### src/hw/rtl/dual_countdown_clock_with_increment_defines.svh
// Assertion macros used by the clock's top module.
`ifndef DUAL_COUNTDOWN_CLOCK_WITH_INCREMENT_DEFINES_SVH
`define DUAL_COUNTDOWN_CLOCK_WITH_INCREMENT_DEFINES_SVH

// Property that must hold at every clock edge outside reset.
`define DCCWI_ASSERT(name, clk, rst_n, prop) \
  name: assert property (@(posedge clk) disable iff (!rst_n) (prop)) \
    else $error("dccwi assertion failed");

// Consequent that must hold in the cycle after the antecedent.
`define DCCWI_ASSERT_NEXT(name, clk, rst_n, ante, cons) \
  name: assert property (@(posedge clk) disable iff (!rst_n) (ante) |=> (cons)) \
    else $error("dccwi assertion failed");

`endif

### src/hw/rtl/dccwi_pkg.sv
package dccwi_pkg;

  localparam int MinW  = 8;
  localparam int SecW  = 6;
  localparam int TickW = 8;
  localparam int IncW  = 8;
  localparam int CfgW  = 8;
  localparam int CfgIdxW = 3;

  localparam logic [SecW-1:0] SecMax = SecW'(59);
  localparam logic [MinW-1:0] MinMax = MinW'(255);

  localparam logic SideWhite = 1'b0;
  localparam logic SideBlack = 1'b1;

  localparam logic [1:0] FlagNone  = 2'd0;
  localparam logic [1:0] FlagWhite = 2'd1;
  localparam logic [1:0] FlagBlack = 2'd2;

  localparam logic CmdSample = 1'b0;
  localparam logic CmdStart  = 1'b1;

  typedef enum logic [CfgIdxW-1:0] {
    CFG_WHITE_MIN = 3'd0,
    CFG_WHITE_SEC = 3'd1,
    CFG_BLACK_MIN = 3'd2,
    CFG_BLACK_SEC = 3'd3,
    CFG_INC_SEC   = 3'd4,
    CFG_TICKS     = 3'd5
  } cfg_reg_e;

  typedef struct packed {
    logic command;
    logic white_button;
    logic black_button;
    logic pause_button;
  } in_t;

  typedef struct packed {
    logic [MinW-1:0] white_minutes_left;
    logic [SecW-1:0] white_seconds_left;
    logic [MinW-1:0] black_minutes_left;
    logic [SecW-1:0] black_seconds_left;
    logic            running_side;
    logic            is_paused;
    logic [1:0]      flag_state;
  } out_t;

  // Time of one side.
  typedef struct packed {
    logic [MinW-1:0]  minutes;
    logic [SecW-1:0]  seconds;
    logic [TickW-1:0] prescaler;
  } side_t;

  // Work requested of one side for the current sample.
  typedef struct packed {
    logic do_inc;
    logic do_tick;
  } side_ctl_t;

  function automatic logic [SecW-1:0] clamp_sec(input logic [SecW-1:0] s);
    return (s > SecMax) ? SecMax : s;
  endfunction

endpackage

### src/hw/rtl/dccwi_side.sv
module dccwi_side
  import dccwi_pkg::*;
(
  input  side_t            side_i,
  input  side_ctl_t        ctl_i,
  input  logic [IncW-1:0]  inc_sec_i,
  input  logic [TickW-1:0] tps_i,
  output side_t            side_o,
  output logic             flag_o
);

  localparam int TotW = IncW + 1;

  logic [TotW-1:0]  total;
  logic [2:0]       carry_min;
  logic [TotW-1:0]  carry_sub;
  logic [MinW:0]    inc_min;
  logic [TickW:0]   pre_next;
  logic [TickW-1:0] tps_eff;
  logic             expire;

  // Split seconds plus increment into minutes carried and seconds left
  always_comb begin
    total = TotW'(side_i.seconds) + TotW'(inc_sec_i);
    if (total >= TotW'(300)) begin
      carry_min = 3'd5;
      carry_sub = TotW'(300);
    end else if (total >= TotW'(240)) begin
      carry_min = 3'd4;
      carry_sub = TotW'(240);
    end else if (total >= TotW'(180)) begin
      carry_min = 3'd3;
      carry_sub = TotW'(180);
    end else if (total >= TotW'(120)) begin
      carry_min = 3'd2;
      carry_sub = TotW'(120);
    end else if (total >= TotW'(60)) begin
      carry_min = 3'd1;
      carry_sub = TotW'(60);
    end else begin
      carry_min = 3'd0;
      carry_sub = '0;
    end
    inc_min = (MinW+1)'(side_i.minutes) + (MinW+1)'(carry_min);
  end

  // Advance the prescaler; a zero rate counts as one
  always_comb begin
    tps_eff  = (tps_i == '0) ? TickW'(1) : tps_i;
    pre_next = (TickW+1)'(side_i.prescaler) + (TickW+1)'(1);
    expire   = pre_next >= (TickW+1)'(tps_eff);
  end

  // Apply increment or tick to this side's time
  always_comb begin
    side_o = side_i;
    flag_o = 1'b0;
    if (ctl_i.do_inc) begin
      if (inc_min > (MinW+1)'(MinMax)) begin
        side_o.minutes = MinMax;
        side_o.seconds = SecMax;
      end else begin
        side_o.minutes = inc_min[MinW-1:0];
        side_o.seconds = SecW'(total - carry_sub);
      end
    end else if (ctl_i.do_tick) begin
      if (expire) begin
        side_o.prescaler = '0;
        if (side_i.seconds != '0) begin
          side_o.seconds = side_i.seconds - SecW'(1);
          flag_o = (side_i.minutes == '0) && (side_i.seconds == SecW'(1));
        end else if (side_i.minutes != '0) begin
          side_o.minutes = side_i.minutes - MinW'(1);
          side_o.seconds = SecMax;
        end else begin
          flag_o = 1'b1;
        end
      end else begin
        side_o.prescaler = pre_next[TickW-1:0];
      end
    end
  end

endmodule

### src/hw/rtl/dccwi_out_buf.sv
module dccwi_out_buf
  import dccwi_pkg::*;
(
  input  logic clk_i,
  input  logic rst_ni,
  input  logic push_i,
  input  out_t data_i,
  output logic ready_o,
  output logic valid_o,
  input  logic ready_i,
  output out_t data_o
);

  out_t main_q, main_d, skid_q, skid_d;
  logic main_valid_q, main_valid_d, skid_valid_q, skid_valid_d;
  logic pop;

  assign pop     = main_valid_q && ready_i;
  assign ready_o = !skid_valid_q;
  assign valid_o = main_valid_q;
  assign data_o  = main_q;

  // Refill the head from the skid slot first, keep order
  always_comb begin
    main_d       = main_q;
    main_valid_d = main_valid_q;
    skid_d       = skid_q;
    skid_valid_d = skid_valid_q;
    if (pop || !main_valid_q) begin
      if (skid_valid_q) begin
        main_d       = skid_q;
        main_valid_d = 1'b1;
        skid_valid_d = 1'b0;
      end else begin
        main_d       = data_i;
        main_valid_d = push_i;
      end
    end else if (push_i) begin
      skid_d       = data_i;
      skid_valid_d = 1'b1;
    end
  end

  always_ff @(posedge clk_i or negedge rst_ni) begin
    if (!rst_ni) begin
      main_valid_q <= 1'b0;
      skid_valid_q <= 1'b0;
    end else begin
      main_valid_q <= main_valid_d;
      skid_valid_q <= skid_valid_d;
    end
  end

  always_ff @(posedge clk_i) begin
    main_q <= main_d;
    skid_q <= skid_d;
  end

endmodule

### src/hw/rtl/dual_countdown_clock_with_increment.sv
// Channel | Direction | Handshake                  | Payload
// in      | input     | in_valid_i / in_ready_o    | in_data_i  (in_t)
// out     | output    | out_valid_o / out_ready_i  | out_data_o (out_t)
// cfg     | input     | cfg_we_i, no wait          | cfg_idx_i, cfg_data_i
//
// One item per cycle while the output buffer has room: a sample updates the clock
// state and its result is registered into the output buffer at the same edge.
// A two-entry output buffer takes a new transfer while one result waits.
// Input stalls only when both output entries are full.
// Reset clears state and configuration; ticks_per_second resets to 10.
module dual_countdown_clock_with_increment
  import dccwi_pkg::*;
(
  input  logic                clk_i,
  input  logic                rst_ni,
  input  logic                in_valid_i,
  output logic                in_ready_o,
  input  in_t                 in_data_i,
  output logic                out_valid_o,
  input  logic                out_ready_i,
  output out_t                out_data_o,
  input  logic                cfg_we_i,
  input  logic [CfgIdxW-1:0]  cfg_idx_i,
  input  logic [CfgW-1:0]     cfg_data_i
);

`include "dual_countdown_clock_with_increment_defines.svh"

  logic [MinW-1:0]  wstart_min_q, bstart_min_q;
  logic [SecW-1:0]  wstart_sec_q, bstart_sec_q;
  logic [IncW-1:0]  inc_sec_q;
  logic [TickW-1:0] tps_q;

  side_t      white_q, white_d, black_q, black_d, white_upd, black_upd;
  side_ctl_t  white_ctl, black_ctl;
  logic       white_flag, black_flag;
  logic       active_q, active_d, running_q, running_d;
  logic       paused_q, paused_d, last_pause_q;
  logic [1:0] flag_q, flag_d;
  logic       push, press, pause_edge, presser, tick, press_ok, paused_mid;
  logic [SecW-1:0] wload_sec;
  out_t       result;

  assign push = in_valid_i && in_ready_o;

  // Hold configuration written by the register port
  always_ff @(posedge clk_i or negedge rst_ni) begin
    if (!rst_ni) begin
      wstart_min_q <= '0;
      wstart_sec_q <= '0;
      bstart_min_q <= '0;
      bstart_sec_q <= '0;
      inc_sec_q    <= '0;
      tps_q        <= TickW'(10);
    end else if (cfg_we_i) begin
      case (cfg_idx_i)
        CFG_WHITE_MIN: wstart_min_q <= cfg_data_i[MinW-1:0];
        CFG_WHITE_SEC: wstart_sec_q <= cfg_data_i[SecW-1:0];
        CFG_BLACK_MIN: bstart_min_q <= cfg_data_i[MinW-1:0];
        CFG_BLACK_SEC: bstart_sec_q <= cfg_data_i[SecW-1:0];
        CFG_INC_SEC:   inc_sec_q    <= cfg_data_i[IncW-1:0];
        CFG_TICKS:     tps_q        <= cfg_data_i[TickW-1:0];
        default: ;
      endcase
    end
  end

  // Decode buttons: white over black over pause
  always_comb begin
    press      = in_data_i.white_button || in_data_i.black_button;
    presser    = in_data_i.white_button ? SideWhite : SideBlack;
    pause_edge = in_data_i.pause_button && !last_pause_q;
    press_ok   = press && !paused_q && (presser == active_q);
    paused_mid = (!press && pause_edge) ? !paused_q : paused_q;
    active_d   = press_ok ? !active_q : active_q;
    tick       = !paused_mid;
    white_ctl.do_inc  = press_ok && (presser == SideWhite);
    black_ctl.do_inc  = press_ok && (presser == SideBlack);
    white_ctl.do_tick = tick && (active_d == SideWhite);
    black_ctl.do_tick = tick && (active_d == SideBlack);
  end

  dccwi_side u_white (
    .side_i    (white_q),
    .ctl_i     (white_ctl),
    .inc_sec_i (inc_sec_q),
    .tps_i     (tps_q),
    .side_o    (white_upd),
    .flag_o    (white_flag)
  );

  dccwi_side u_black (
    .side_i    (black_q),
    .ctl_i     (black_ctl),
    .inc_sec_i (inc_sec_q),
    .tps_i     (tps_q),
    .side_o    (black_upd),
    .flag_o    (black_flag)
  );

  // Select the next game state: start, running sample, or hold
  always_comb begin
    white_d   = white_q;
    black_d   = black_q;
    running_d = running_q;
    paused_d  = paused_q;
    flag_d    = flag_q;
    wload_sec = clamp_sec(wstart_sec_q);
    if (in_data_i.command == CmdStart) begin
      white_d.minutes   = wstart_min_q;
      white_d.seconds   = wload_sec;
      white_d.prescaler = '0;
      if (bstart_min_q == '0 && bstart_sec_q == '0) begin
        black_d.minutes = wstart_min_q;
        black_d.seconds = wload_sec;
      end else begin
        black_d.minutes = bstart_min_q;
        black_d.seconds = clamp_sec(bstart_sec_q);
      end
      black_d.prescaler = '0;
      running_d = 1'b1;
      paused_d  = 1'b0;
      flag_d    = FlagNone;
    end else if (running_q) begin
      white_d  = white_upd;
      black_d  = black_upd;
      paused_d = paused_mid;
      if (white_flag || black_flag) begin
        running_d = 1'b0;
        flag_d    = (active_d == SideWhite) ? FlagWhite : FlagBlack;
      end
    end
  end

  // Advance state on each input transfer
  always_ff @(posedge clk_i or negedge rst_ni) begin
    if (!rst_ni) begin
      white_q      <= '0;
      black_q      <= '0;
      active_q     <= SideWhite;
      running_q    <= 1'b0;
      paused_q     <= 1'b0;
      flag_q       <= FlagNone;
      last_pause_q <= 1'b0;
    end else if (push) begin
      white_q      <= white_d;
      black_q      <= black_d;
      active_q     <= (in_data_i.command == CmdStart) ? SideWhite :
                      (running_q ? active_d : active_q);
      running_q    <= running_d;
      paused_q     <= paused_d;
      flag_q       <= flag_d;
      last_pause_q <= in_data_i.pause_button;
    end
  end

  // Form the result from the updated state
  always_comb begin
    result.white_minutes_left = white_d.minutes;
    result.white_seconds_left = white_d.seconds;
    result.black_minutes_left = black_d.minutes;
    result.black_seconds_left = black_d.seconds;
    result.running_side       = (in_data_i.command == CmdStart) ? SideWhite :
                                (running_q ? active_d : active_q);
    result.is_paused          = paused_d;
    result.flag_state         = flag_d;
  end

  dccwi_out_buf u_out (
    .clk_i   (clk_i),
    .rst_ni  (rst_ni),
    .push_i  (push),
    .data_i  (result),
    .ready_o (in_ready_o),
    .valid_o (out_valid_o),
    .ready_i (out_ready_i),
    .data_o  (out_data_o)
  );

  `DCCWI_ASSERT(a_flag_stops, clk_i, rst_ni, (flag_q == FlagNone) || !running_q)
  `DCCWI_ASSERT(a_pause_needs_run, clk_i, rst_ni, !paused_q || running_q)
  `DCCWI_ASSERT(a_sec_range, clk_i, rst_ni, (white_q.seconds <= SecMax) && (black_q.seconds <= SecMax))
  `DCCWI_ASSERT(a_empty_ready, clk_i, rst_ni, out_valid_o || in_ready_o)
  `DCCWI_ASSERT_NEXT(a_push_shows, clk_i, rst_ni, push, out_valid_o)

endmodule

### config.mk
export PLATFORM = sky130hd
export DESIGN_NAME = dual_countdown_clock_with_increment
export DESIGN_NICKNAME = d
export VERILOG_FILES = /design/src/hw/rtl/dccwi_pkg.sv /design/src/hw/rtl/dccwi_side.sv /design/src/hw/rtl/dccwi_out_buf.sv /design/src/hw/rtl/dual_countdown_clock_with_increment.sv
export VERILOG_INCLUDE_DIRS = /design/src /design/src/hw/rtl
export SDC_FILE = /design/constraint.sdc
export NUM_CORES = 1
export LEC_CHECK = 0
export BUFFER_PORTS_ARGS = -buffer_cell sky130_fd_sc_hd__buf_4
export CAP_MARGIN = 25
export CELL_PAD_IN_SITES_DETAIL_PLACEMENT = 1
export CELL_PAD_IN_SITES_GLOBAL_PLACEMENT = 1
export CORE_MARGIN = 1
export CORE_UTILIZATION = 35
export CTS_CLUSTER_DIAMETER = 80
export DETAILED_ROUTE_END_ITERATION = 8
export PLACE_DENSITY = 0.71
export SLEW_MARGIN = 30
export SYNTH_ARGS = -nofsm -noshare
export SYNTH_HDL_FRONTEND = slang
export SYNTH_HIERARCHICAL = 1
export SYNTH_SLANG_ARGS = --single-unit
### constraint.sdc
create_clock -name clk_i -period 5.2 [get_ports clk_i]
set_input_delay 1.04 -clock clk_i [delete_from_list [all_inputs] [get_ports clk_i]]
set_output_delay 1.04 -clock clk_i [all_outputs]
set_load 0.02 [all_outputs]
* Yosys cells after proc, flatten, opt, wreduce, memory -nomap -nowiden
Cells that the tools add are included.
** Operators by class
- Reductions and logical operators :: 46
- Add/subtract/negate cells :: 12
- Bitwise gates (word level) :: 2
- Muxes and demuxes :: 74
- $lt $le $gt $ge :: 16
- Eq/ne operators :: 10
** Operators by type and width (count)
- $mux 22 :: 6
- $mux 14 :: 9
- $mux 6 :: 14
- $mux 8 :: 7
- $ge 9x8->1 const B :: 4
- $logic_not 8->1 :: 4
- $mux 32 :: 1
- $mux 1 :: 25
- $mux 3 :: 8
- $add 6x8->9 :: 2
- $add 8x1->9 const B :: 2
- $add 8x3->9 :: 2
- $ge 9x6->1 const B :: 2
- $ge 9x7->1 const B :: 2
- $ge 9x8->1 :: 2
- $ge 9x9->1 const B :: 2
- $gt 9x8->1 const B :: 2
- $reduce_bool 8->1 :: 2
- $sub 8x1->8 const B :: 2
- $reduce_and 2->1 :: 7
- $logic_and 1x1->1 :: 13
- $eq 6x1->1 const B :: 2
- $gt 6x6->1 const B :: 2
- $reduce_bool 6->1 :: 2
- 15 further kinds :: 36
** Word-level totals
- Word-level logic and storage cells :: 193
- Output and inout port bits :: 34
- Bits in registers :: 160

* Longest topological paths before layout
Gate-level depths: netlist of the first run.
- Depth after elaboration :: 14
- Mapped depth :: 22
- Mapped depth without buffers :: 22

* By module
The synthesis of the first run kept the hierarchy.
** By module, submodules not included
- dual_countdown_clock_with_increment :: times used 1, cells an instance 459, area an instance 4758.3 um^2
- dccwi_out_buf :: times used 1, cells an instance 109, area an instance 2537.4 um^2
- dccwi_side at u_black :: times used 1, cells an instance 279, area an instance 1934.4 um^2
- dccwi_side at u_white :: times used 1, cells an instance 269, area an instance 1825.5 um^2

* Worst setup path before layout of the first run
Ideal clock, no wire load.
- Path kind :: register -> register
- Start point :: reg black_q[8] in the netlist's numbering
- End point :: reg u_out.main_q (netlist bit u_out/data_o[13]) (data pin)
- Setup time :: 0.260 ns
- Stages on the path, launching flop included :: 21
- Path slack :: 0.349 ns
- Arrival time :: 4.591 ns
- Required time :: 4.940 ns
- Path buffers :: 0
- Path through :: dfrtp_1 ha_1 inv_1 fa_1 nand2b_1 a21oi_4 xnor2_1 o21bai_1 o311ai_0 a21oi_1 or3_1 ha_1 fa_1 a21o_1 and4_1 a31oi_1 a22oi_1 mux2_2 mux2i_1 nand2_1 mux2_4
** RTL lines
- start: declaration :: line dual_countdown_clock_with_increment.sv:34 : side_t white_q, white_d, black_q, black_d, white_upd, black_upd;
- start signal: assignment :: line dual_countdown_clock_with_increment.sv:147 : black_q <= black_d;
- end signal: assignment :: line dccwi_out_buf.sv:55 : main_q <= main_d;
- end: declaration :: line dccwi_out_buf.sv:14 : out_t main_q, main_d, skid_q, skid_d;

==> flow_summary_export.csv, run 1 <==
group,metric,value,unit
placement,dpl.hpwl,24300,um
clocking,clkLatencyLatePin,0.44,ns
synth,synth_commonest_cells,"94 x dfrtp_1, 88 x nand2_1, 76 x o21ai_0, 66 x a21oi_1, 64 x edfxtp_1",
timing,period_minus_slack,5.01,ns
pwr,total_power,6.66,mW
die,core,30800,um2
timing,fmax,0.200,GHz
layout,layout-drive-gt1-share,22.1,%
grt,grt_pass1_vias,9381,
synth,yosysTopAreaCell,"dfrtp_1",
grt,track_usage,20.8,%
clocking,numClockSinks,160,
route,drt_wl_total,33500,um
layout,fin_nets,1246,
worst_setup_path,end_kind,"flip-flop",
placement,post-place-cells,1544,
clocking,hold_buffers,0,
synth,syn_area,11100,um2
synth,async_flop_share,60.0,%
die,dieArea,32300,um2
synth,synth_edf_count,64,
worst_setup_path,cp_data_arrival_time,5.20,ns
worst_setup_path,required,5.39,ns
worst_setup_path,r2r-start,"inc_sec_q[1]$_DFFE_PN0P_",
synth,synthFlopType,"dfrtp_1",
placement,io_buffers,53,
route,num_vias,9054,
timing,worst_slew_pin_slew,1.03,ns
synth,ys_types,96,
synth,synth-seq-cells,160,
clocking,tritoncts,"done",
worst_setup_path,critPathSlowestCell,"dfrtp_1",
clocking,cts_buffers,17,
route,drcViolationCount,3,
route,ant_nets,0,
synth,synth.avg_cell_area,9.91,um2
worst_setup_path,path_delay_family,"compound AO/OA/AOI/OAI gates",
outcome,violations,"design-rule violations",
synth,seq_area_frac_synth,39.1,%
timing,tns,0,ns
clocking,cts.clk_slew.worst_paths,0.07,ns
die,initial_core_util,35.9,%
min_path,hold_start,"flag_q[0]$_DFFE_PN0P_",
worst_setup_path,cp-start-kind,"flip-flop",
worst_setup_path,startpoint,"inc_sec_q[1]$_DFFE_PN0P_",
synth,netlist_instances,1116,
layout,final_cells,1579,
synth,netlist.area_leader.share,21.3,%
grt,grt_pass1_wl,52600,um
clocking,root_buffer,"clkbuf_16",
pwr,p_leak,5.27,nW
timing,max_slew_margin,31.1,%
min_path,min_path_type,"reg2reg",
grt,overflow,0,
worst_setup_path,cp_common_cell,"ha_1",
min_path,hold_depth,2,
worst_setup_path,path_class,"reg2reg",
synth,netlist_top_cells_area,"dfrtp_1 21%, edfxtp_1 17%, ha_1 5.7%, mux2_2 5.6%, mux2_4 3.8%",
pwr,peakVddDrop,0.189,mV
worst_setup_path,cp_max_fo,8,
clocking,htreeDepth,4,
worst_setup_path,regToRegEndpoint,"u_out/data_o[8]$_DFFE_PP_",
timing,slew_violations,0,
worst_setup_path,r2r_setup_slack,0.19,ns
placement,place_congestion,0.864,
timing,finalCritPeriodShare,96.3,%
route,routed_via_density,5.73,
synth,yosysMostFrequentCell,"dfrtp_1",
route,first_pass_iters,7,
worst_setup_path,path_buf_inv,1,
die,die_w,180,um
die,die_y,180,um
timing,setup_violations,0,
die,rows,64,
synth,synth_warnings,6,
worst_setup_path,reg2reg_depth,19,
synth,syn-num-nets,1192,
flow_run,drv_cap,0,
timing,clock_skew,0.0124,ns
route,drt_iter0_drc,496,
layout,syn_to_final_growth,14.4,%
grt,antenna_found_initial,0,
route,post_drt_wl_per_cell,21.2,um
outcome,status,"finished, violations left",
layout,antenna_cells,0,
worst_setup_path,slowest_delay,0.46,ns
min_path,hold_path_end,"flag_q[0]$_DFFE_PN0P_",
timing,finalHoldViolCount,0,
clocking,clockBufferDepth,2,
worst_setup_path,cp_cell_sequence,"ha_1 -> a211oi_4 -> nor3_1 -> o21ai_2 -> xor2_4 -> nor2b_1 -> o2111a_1 -> or3_4 -> ha_1 -> fa_1 -> a21o_1 -> and4_1 -> a31oi_1 -> buf_4 -> a22oi_1 -> mux2_2 -> mux2i_2 -> nand2_1 -> mux2_4",
pwr,power_density,526,nW/um2
die,ios,54,
grt,grt_max_degree,87,
cell families after synthesis:
| kind of cell | after synthesis | share of synthesized area (%) |
|---|---|---|
| xor gates and xnor gates | 42 | 3.52 |
| DFF | 160 | 39.1 |
| muxes | 93 | 10.3 |
| adders and majority gates | 56 | 6.75 |
| buffers and inverters | 112 | 4.63 |
| AOI/OAI and AO/OA | 326 | 20.0 |
| and+or+nand+nor | 327 | 15.7 |
report_power, final:
group          internal, mW  switching [mW]  total [mW]
clock network         0.776           0.574        1.35
registers              1.63           0.328        1.95
logic                  1.49            1.86        3.36
total                  3.89            2.77        6.66
layout make-up:
class,instances,area (um2)
multi-input combinational,844,6300
tap,396,495
fill,3447,18200
timing repair buffer,91,683
clock buffer,18,429
clock inverter,14,200
inverter,56,210
sequential,160,4330
per-stage QoR:
step                      hold slack (ns)  cell area (um2)  worst slack (ns)  utilization [%]
after floorplan                     0.448            11100             0.349                -
after global placement              0.459            11900             0.246             38.7
after detailed placement            0.483            11900             0.102             38.7
after CTS                           0.497            12500            0.0911             40.7
after global routing                0.540            12700           -0.0131             41.0
final                               0.494            12700             0.190             41.0
registers in the layout (all words and copies together), names as in the netlist, 2 cells and up:
| register | count |
|---|---|
| wstart_sec_q | 6 |
| white_q | 22 |
| inc_sec_q | 8 |
| black_q | 22 |
| u_out/skid_q | 32 |
| tps_q | 8 |
| u_out/data_o | 32 |
| bstart_min_q | 8 |
| wstart_min_q | 8 |
| flag_q | 2 |
| bstart_sec_q | 6 |
worst register-to-register path, delay by kind of cell (launching register included):
kind	cells	cell delay [ns]
fa+ha+maj	3	1.00
simple gates	5	0.90
compound gates	6	1.20
buf+inv	1	0.18
flops	1	0.46
mux	3	0.75
xor+xnor	1	0.28
metal layers:
| metal | track usage (%) | part of all wire (%) | up-vias |
|---|---|---|---|
| met3 | 2.23 | 2.0 | 48 |
| met4 | 7.93 | 3.0 | 0 |
| met2 | 36.4 | 50 | 156 |
| met5 | 0 | 0 | - |
| li1 | - | - | 4237 |
| met1 | 26.2 | 45 | 4613 |
layout by cell type (no fill, tap or decap), types with 28 or more instances in the layout:
cell type / count
a21oi_1: 64
buf_4: 91
dfrtp_1: 91
edfxtp_1: 64
ha_1: 49
inv_1: 56
mux2_2: 55
mux2_4: 28
nand2_1: 87
nand3_1: 30
nor2_1: 62
nor2b_1: 33
o21ai_0: 76
worst max-delay path by stage:
stage | endpoint | slack [ns] | depth (start not counted)
2_1_floorplan | u_out/data_o[13]$_DFFE_PP_ | 0.35 | 20
3_3_place_gp | u_out/data_o[11]$_DFFE_PP_ | 0.25 | 20
3_5_place_dp | u_out/data_o[13]$_DFFE_PP_ | 0.10 | 20
4_1_cts | u_out/data_o[11]$_DFFE_PP_ | 0.09 | 20
5_1_grt | u_out/data_o[8]$_DFFE_PP_ | -0.01 | 19
6_report | u_out/data_o[8]$_DFFE_PP_ | 0.19 | 19
repair_timing:
item	4_1_cts	5_1_grt
setup endpoints to repair	0	28
setup buffers	0	3
resized for setup	0	15
(Power assumes the default switching activity.)
==> run 2, diff against run 1 <==
--- a/config.mk
+++ b/config.mk
@@ -10,11 +10,11 @@
 export CAP_MARGIN = 25
 export CELL_PAD_IN_SITES_DETAIL_PLACEMENT = 1
 export CELL_PAD_IN_SITES_GLOBAL_PLACEMENT = 1
-export CORE_MARGIN = 1
-export CORE_UTILIZATION = 35
+export CORE_UTILIZATION = 45
 export CTS_CLUSTER_DIAMETER = 80
 export DETAILED_ROUTE_END_ITERATION = 8
-export PLACE_DENSITY = 0.71
+export PLACE_DENSITY = 0.86
+export RECOVER_POWER = 100
 export SLEW_MARGIN = 30
 export SYNTH_ARGS = -nofsm -noshare
 export SYNTH_HDL_FRONTEND = slang
==> run 2 against run 1 <==
Compared with the run above:
- the run ends with max-capacitance violations, max-slew violations left
- die area decreased by 22%
- non-clock buffer count is 4 lower
- maximum frequency decreased by 1.4%
- clock-buffer cell count shrank 1
- critical endpoint unchanged
==> flow_summary_export.csv, run 2 (synthesis results as in run 1) <==
group,metric,value,unit
worst_setup_path,cp_max_fo,5,
worst_setup_path,end_kind,"flip-flop",
clocking,cts.clk_slew.worst_paths,0.07,ns
route,drt_iter0_drc,867,
worst_setup_path,critPathSlowestCell,"or3_4",
die,die_w,159,um
layout,syn_to_final_growth,13.4,%
pwr,peakVddDrop,0.275,mV
placement,io_buffers,53,
route,ant_nets,0,
clocking,clockBufferDepth,2,
worst_setup_path,slowest_delay,0.42,ns
layout,final_cells,1498,
timing,fmax,0.197,GHz
timing,rsz0062_at_grt,"true",
timing,slew_violations,36,
flow_run,drv_cap,1,
route,drt_wl_total,36600,um
layout,fin_area,12500,um2
die,ios,54,
placement,post-place-cells,1461,
timing,hold_ws,0.537,ns
timing,max_slew_margin,-41.4,%
layout,antenna_cells,0,
clocking,tritoncts,"done",
timing,worst_slew_pin_slew,2.12,ns
timing,period_minus_slack,5.08,ns
placement,place_congestion,0.884,
grt,overflow,0,
placement,place_area,11800,um2
clocking,root_buffer,"clkbuf_16",
worst_setup_path,cp_cell_sequence,"buf_4 -> ha_4 -> inv_1 -> fa_2 -> nand2b_4 -> a21oi_4 -> xnor2_1 -> o21bai_1 -> o311ai_1 -> a21oi_1 -> or3_4 -> ha_1 -> fa_2 -> a21o_1 -> and4_2 -> a31oi_4 -> buf_4 -> a22oi_1 -> mux2_2 -> mux2i_2 -> nand2_1 -> mux2_4",
timing,clock_skew,0.0128,ns
clocking,clkLatencyLatePin,0.44,ns
route,routed_via_density,6.48,
worst_setup_path,required,5.39,ns
grt,antenna_found_initial,0,
grt,grt_pass1_vias,10188,
layout,layout-drive-gt1-share,22.1,%
placement,dpl.hpwl,24900,um
min_path,min_path_type,"reg2reg",
clocking,cts_buffers,17,
clocking,numClockSinks,160,
pwr,p_leak,5.24,nW
route,first_pass_iters,5,
layout,layout_commonest_cell,"dfrtp_1",
pwr,power_density,539,nW/um2
worst_setup_path,path_class,"reg2reg",
timing,setup_violations,0,
route,num_vias,9704,
die,dieArea,25200,um2
worst_setup_path,cp_data_arrival_time,5.27,ns
grt,grt_max_degree,87,
route,drcViolationCount,0,
grt,track_usage,29.1,%
timing,finalHoldViolCount,0,
worst_setup_path,cp-start-kind,"flip-flop",
route,post_drt_wl_per_cell,24.5,um
layout,fin_nets,1242,
clocking,hold_buffers,0,
die,initial_core_util,46.5,%
die,rows,56,
layout,final_cell_mix,"91 x dfrtp_1, 86 x nand2_1, 81 x buf_4, 74 x o21ai_0, 66 x a21oi_1",
die,die_y,159,um
outcome,violations,"max-capacitance violations, max-slew violations",
grt,grt_pass1_wl,57700,um
outcome,status,"finished, violations left",
clocking,htreeDepth,4,
die,core,23800,um2
layout,fill_cells,2635,
timing,finalCritPeriodShare,97.7,%
-- run 2: worst max-delay path, delay by kind of cell (launching register included) --
family / cells / cell delay (ns)
flip-flops: 1 / 0.40
AO/OA/AOI/OAI: 7 / 1.03
buffers and inverters: 3 / 0.40
AND/OR/NAND/NOR: 4 / 0.99
XOR/XNOR: 1 / 0.11
multiplexers: 3 / 0.77
adder cells (fa/ha/maj): 4 / 1.13
-- run 2: final cells by class --
class | instances | area, um2 | share of cell area, %
clock buffers | 17 | 425 | 3.39
clock inverters | 15 | 184 | 1.47
inverters | 56 | 210 | 1.68
multi-input cells | 844 | 6330 | 50.4
flip-flops and latches | 160 | 4330 | 34.6
well taps | 319 | 399 | 3.18
repair buffers | 87 | 662 | 5.28
-- run 2: final timing paths --
path	from	to	slack, ns	depth (start not counted)
worst max-delay path	inc_sec_q[0]$_DFFE_PN0P_	u_out/data_o[8]$_DFFE_PP_	0.12	22
worst min-delay path	flag_q[1]$_DFFE_PN0P_	flag_q[1]$_DFFE_PN0P_	0.54	1
worst max register to register	inc_sec_q[0]$_DFFE_PN0P_	u_out/data_o[8]$_DFFE_PP_	0.12	22
worst min register to register	flag_q[1]$_DFFE_PN0P_	flag_q[1]$_DFFE_PN0P_	0.54	1
max in group asynchronous	rst_ni	black_q[9]$_DFFE_PN0P_	2.64	2
min in group asynchronous	rst_ni	black_q[5]$_DFFE_PN0P_	0.61	1
-- run 2: layer usage --
metal / global-route usage (%) / share of wire, %
met1: 35.4 / 40
met2: 49.1 / 49
met3: 4.34 / 6.1
met4: 16.7 / 5.3
met5: 0 / 0
-- run 2: power by group --
part / leakage [nW] / internal, mW / switching [mW] / total [mW]
clock network: 0.295 / 0.692 / 0.623 / 1.31
logic: 3.14 / 1.49 / 1.94 / 3.43
registers: 1.81 / 1.63 / 0.386 / 2.01
-- run 2: through the flow --
stage	setup slack [ns]	setup TNS (ns)	power (mW)	utilization (%)
final	0.118	0	6.76	52.8
after global routing	-0.0741	-0.0917	7.11	52.8
after CTS	0.0177	0	6.61	52.3
after detailed placement	-0.0771	-0.0771	5.25	49.7
after global placement	0.229	0	5.05	49.6
after floorplan	0.349	0	4.18	-
-- run 2: timing repair --
item | 4_1_cts | 5_1_grt
setup endpoints to repair | 4 | 25
pin swaps | 0 | 3
gates resized for setup | 2 | 22
buffers inserted | 1 | 4
